<file path="config.mk">
export PLATFORM = sky130hd
export DESIGN_NAME = pssm_ctrl
export DESIGN_NICKNAME = d
export VERILOG_FILES = /design/src/sv/pssm_pkg.sv /design/src/sv/pssm_ctrl.sv
export SDC_FILE = /design/constraint.sdc
export NUM_CORES = 1
export LEC_CHECK = 0
export BUFFER_PORTS_ARGS = -buffer_cell sky130_fd_sc_hd__buf_2
export CAP_MARGIN = 10
export CELL_PAD_IN_SITES_DETAIL_PLACEMENT = 1
export CELL_PAD_IN_SITES_GLOBAL_PLACEMENT = 2
export CORE_ASPECT_RATIO = 0.7
export CORE_MARGIN = 1.5
export CORE_UTILIZATION = 29
export CTS_BUF_LIST = sky130_fd_sc_hd__clkbuf_4
export DETAILED_ROUTE_END_ITERATION = 6
export PLACE_DENSITY_LB_ADDON = 0.1
export SLEW_MARGIN = 20
export SYNTH_ARGS = -nofsm -noshare
export SYNTH_HDL_FRONTEND = slang
export SYNTH_SLANG_ARGS = --single-unit
</file>
<file path="constraint.sdc">
create_clock -name clk -period 2.65 [get_ports clk]
set_input_delay 0.1325 -clock clk [delete_from_list [all_inputs] [get_ports clk]]
set_output_delay 0.1325 -clock clk [all_outputs]
set_load 0.02 [all_outputs]
</file>
<file path="src/sv/pssm_pkg.sv">
// shared types and constants for the polygon scanline span midpoint unit
package pssm_pkg;

  localparam int MaxVerticesDef = 16;
  localparam int TolW = 25;
  localparam logic [TolW-1:0] TolReset = 25'd17;
  // magnitude limit of the interpolation quotient
  localparam logic [63:0] QLimit = 64'h100_0000_0000;

  typedef enum logic [1:0] {
    OP_CLEAR  = 2'd0,
    OP_APPEND = 2'd1,
    OP_QUERY  = 2'd2,
    OP_CONVEX = 2'd3
  } op_t;

  localparam logic [0:0] REG_SPAN_TOL = 1'b0;
  localparam logic [0:0] REG_FLAT_TOL = 1'b1;

  // controller to datapath
  typedef struct packed {
    logic load;       // capture input word
    logic clear;      // vertex count to zero
    logic append;     // write vertex
    logic rd_first;   // issue read of last vertex (prev of edge 0)
    logic rd_next;    // issue read of current edge end
    logic edge_eval;  // evaluate edge from read data
    logic div_start;  // start divider
    logic div_done;   // fold divider result
    logic finish;     // build result word
  } ctl_t;

  // datapath to controller
  typedef struct packed {
    logic empty;      // no vertices
    logic last_edge;  // current edge is the last one
    logic need_div;   // evaluated edge needs interpolation
    logic div_busy;
    logic reject;     // convex test already failed
  } sts_t;

endpackage

</file>
<file path="src/sv/pssm_ctrl.sv">
// controller state machine sequencing operations and the edge walk
module pssm_ctrl (
  input  logic          clk,
  input  logic          rst_n,
  input  logic          in_valid,
  output logic          in_ready,
  input  logic [1:0]    in_op,
  output logic          out_valid,
  input  logic          out_ready,
  output pssm_pkg::ctl_t ctl,
  input  pssm_pkg::sts_t sts
);
  typedef enum logic [8:0] {
    S_IDLE  = 9'b000000001,
    S_RDF   = 9'b000000010,
    S_RDN   = 9'b000000100,
    S_WAIT  = 9'b000001000,
    S_EVAL  = 9'b000010000,
    S_DIVS  = 9'b000100000,
    S_DIVW  = 9'b001000000,
    S_FIN   = 9'b010000000,
    S_OUT   = 9'b100000000
  } state_t;

  state_t state_r, state_nxt;
  logic [1:0] op_r, op_nxt;

  always_comb begin
    state_nxt = state_r;
    op_nxt = op_r;
    ctl = '0;
    in_ready = 1'b0;
    out_valid = 1'b0;
    case (state_r)
      S_IDLE: begin
        in_ready = 1'b1;
        if (in_valid) begin
          ctl.load = 1'b1;
          op_nxt = in_op;
          case (pssm_pkg::op_t'(in_op))
            pssm_pkg::OP_CLEAR, pssm_pkg::OP_APPEND: state_nxt = S_FIN;
            default: state_nxt = sts.empty ? S_FIN : S_RDF;
          endcase
        end
      end
      S_RDF: begin
        ctl.rd_first = 1'b1;
        state_nxt = S_RDN;
      end
      S_RDN: begin
        ctl.rd_next = 1'b1;
        state_nxt = S_WAIT;
      end
      S_WAIT: state_nxt = S_EVAL;
      S_EVAL: begin
        ctl.edge_eval = 1'b1;
        state_nxt = S_DIVS;
      end
      S_DIVS: begin
        if (sts.need_div) begin
          ctl.div_start = 1'b1;
          state_nxt = S_DIVW;
        end else if (sts.last_edge || sts.reject) begin
          state_nxt = S_FIN;
        end else begin
          state_nxt = S_RDN;
        end
      end
      S_DIVW: begin
        if (!sts.div_busy) begin
          ctl.div_done = 1'b1;
          state_nxt = sts.last_edge ? S_FIN : S_RDN;
        end
      end
      S_FIN: begin
        ctl.finish = 1'b1;
        if (pssm_pkg::op_t'(op_r) == pssm_pkg::OP_CLEAR) ctl.clear = 1'b1;
        if (pssm_pkg::op_t'(op_r) == pssm_pkg::OP_APPEND) ctl.append = 1'b1;
        state_nxt = S_OUT;
      end
      S_OUT: begin
        out_valid = 1'b1;
        if (out_ready) state_nxt = S_IDLE;
      end
      default: state_nxt = S_IDLE;
    endcase
  end

  always_ff @(posedge clk) begin
    if (!rst_n) begin
      state_r <= S_IDLE;
      op_r <= '0;
    end else begin
      state_r <= state_nxt;
      op_r <= op_nxt;
    end
  end
endmodule

</file>
==> impl_results.md <==
* Crit start category: register
* I/O pins at 22
* Mapped Cells at 95
* Die Height at 45.71 um
* Top achievable clock speed at 0.4591 GHz
* Worst Max-Slew Pin Slew at 0.4079 ns
* First-pass GRT wire length at 3684 um
* Power per Cell Area at 654.3 nW/um2
* Wire per inst at 15.42 um
* Synth area leaders: dfxtp_1, nor2_1, nor3_1
* Final ANT Viol Nets at 0
* GPL Wtd Cong at 0.7871
* Share of cells above drive strength 1 at 0.2783
* Outcome: finished, final reports clean
* Hold Fails Final Rpt at 0
* Post-route setup TNS at 0 ns
* CTS tree: built
* Antenna cells at 0
* Average size of a mapped cell at 7.955 um2
* Clock latency on the worst-skew pair at 0.29 ns
* Setup CP Type: register to output port
* Die area at 2926 um2
* Unique cell type count in the Yosys netlist at 37
* GR Util All Layers at 0.1727
* Commonest non-fill, non-tap cell in the layout: buf_2
* Area share of the largest cell type after synthesis at 0.2914
* Cell Rows at 15
* Post-DP HPWL at 1851 um
* Post-synth top area cell: dfxtp_1
* Vias in the first global route at 749
* Worst Path Required at 2.52 ns
* Worst EP arrival at 2.05 ns
* Clock slew at reported path FFs at 0.08 ns
* Worst hold path type: primary input to register
* Crit path max fanout at 9
* Final Max Tran Viols at 0
* Initial antenna violation count at 0
* Post-Route WL at 2298 um
* Clk root buf: clkbuf_4
* Setup crit end kind: output port
* Via density per instance at 5.248
* Static leakage at 0.4208 nW
* Register Area at 220.2 um2
* Port Buffers at 21
* Synth-to-Final Area Change at 19.37%
* Maxcap violations at 0
* CTS Buf Count at 3
* Worst hold slack at 0.07891 ns
* DRT Pass-1 Iters at 4
* Core Area at 2459 um2
* Peak VDD IR at 152.4 uV
* Post-Syn Nets at 106
* Sequential share of the synthesized area at 0.2914
* Fillers at 314
* Clock tree buffer depth at 2
* Largest net degree at the start of global routing at 10
* Post-layout min period at 2.178 ns
* Most frequent cells in the layout: buf_2, nor2_1, dfxtp_1, nor3_1, inv_1
* Hold buffer count at CTS at 0
* Max Clock Skew at 0.005174 ns
* GR Overflow Total at 0
* Relative max-transition margin at 0.7242
* Synth Register Bits at 11
* Mapped Area at 755.7 um2
* Final Net Count at 127
* Starting Density at 0.3074
* Post-CTS Setup Bufs at 0
* Remaining DRCs at 0
* Multi-input gate area at 484.2 um2
* Routed vias at 782
* Yosys warnings at 0
* Final setup fails at 0
* RSZ-0062 raised after global routing: no
* H-Tree Depth at 1
* Post-cts resize count at 0
* Clock net sink count at 11
* Final Util at 0.3669
* Crit share post-route at 0.8219
* 1st-iter DRT viols at 22
* Die X at 64.02 um
-- flip-flops by register name (all words and copies together) (netlist names) --
register,flops
state_r,9
op_r,2
-- power breakdown --
part           internal [W]  switching, W  total [W]  leakage [nW]
Clock             0.0000561     0.0000713   0.000127        0.0177
Sequential         0.000183     0.0000331   0.000216        0.0894
Combinational     0.0000954      0.000151   0.000247         0.314
Total              0.000334      0.000256   0.000590         0.421
-- worst max-delay path, stage by stage, from the launching register on --
cell	delay [ns]
dfxtp_1	0.39
or3_1	0.52
nor2_1	0.20
nand4b_1	0.24
nor3b_1	0.23
buf_2	0.19
-- cells by family (layout without fill, tap and decap cells) --
family                    count (synthesis)  in the layout  synth area share
muxes                                     2              2           0.02649
AOI/OAI and AO/OA                        13             13            0.1324
xor gates and xnor gates                  2              2           0.02318
and+or+nand+nor                          56             56            0.4586
DFF                                      11             11            0.2914
buffers and inverters                    11             31           0.06788
-- per-stage QoR --
stage	cell area [um2]	std cells	setup WS (ns)	power, W
2_1_floorplan	755.7	95	0.6495	0.0003965
3_3_place_gp	874.6	145	0.7321	0.0004644
3_5_place_dp	874.6	145	0.6836	0.0004667
4_1_cts	902.1	149	0.4479	0.0005948
5_1_grt	902.1	149	0.3026	0.0006301
6_report	902.1	149	0.4720	0.0005902
-- per-layer routing --
layer | share of wire | vias to the layer above | global-route usage | wire length, um
met2 | 0.43 | 13 | 0.2604 | 979
li1 | - | 393 | - | -
met4 | 0.0083 | 0 | 0.03913 | 19
met1 | 0.53 | 371 | 0.2414 | 1216
met5 | 0 | - | 0 | 0
met3 | 0.036 | 5 | 0.05446 | 83
-- layout make-up --
type	instances	share of cell area
Timing Repair Buffer	21	0.1165
Sequential cell	11	0.2441
Tap cell	34	0.04716
Clock buffer	3	0.02497
Clock inverter	1	0.005548
Inverter	6	0.02497
Multi-Input combinational cell	73	0.5368
-- Yosys cell counts (all sizes together) --
cell type   n
a211o       2
a211oi      2
a21oi       1
a221o       1
a22oi       1
and2        4
and3        2
buf         1
clkbuf      4
dfxtp      11
inv         6
mux2i       2
nand2       4
nand2b      3
nand3       1
nand3b      1
nand4       2
nand4b      1
nor2       11
nor2b       2
nor3        8
nor3b       1
nor4        4
nor4b       4
o21a        2
o21ai       1
o21bai      1
o22ai       1
o41a        1
or2         2
or3         1
or4         4
or4b        1
xor2        2
-- path summary, 6_finish.rpt --
kind	from	to	slack [ns]	cells past startpoint
worst max-delay path	state_r[8]	ctl[6]	0.47	5
worst min-delay path	in_op[0]	op_r[0]	0.08	3
worst max register to register	state_r[8]	state_r[0]	0.66	4
worst min register to register	op_r[0]	op_r[0]	0.52	2
(Power assumes the default switching activity.)
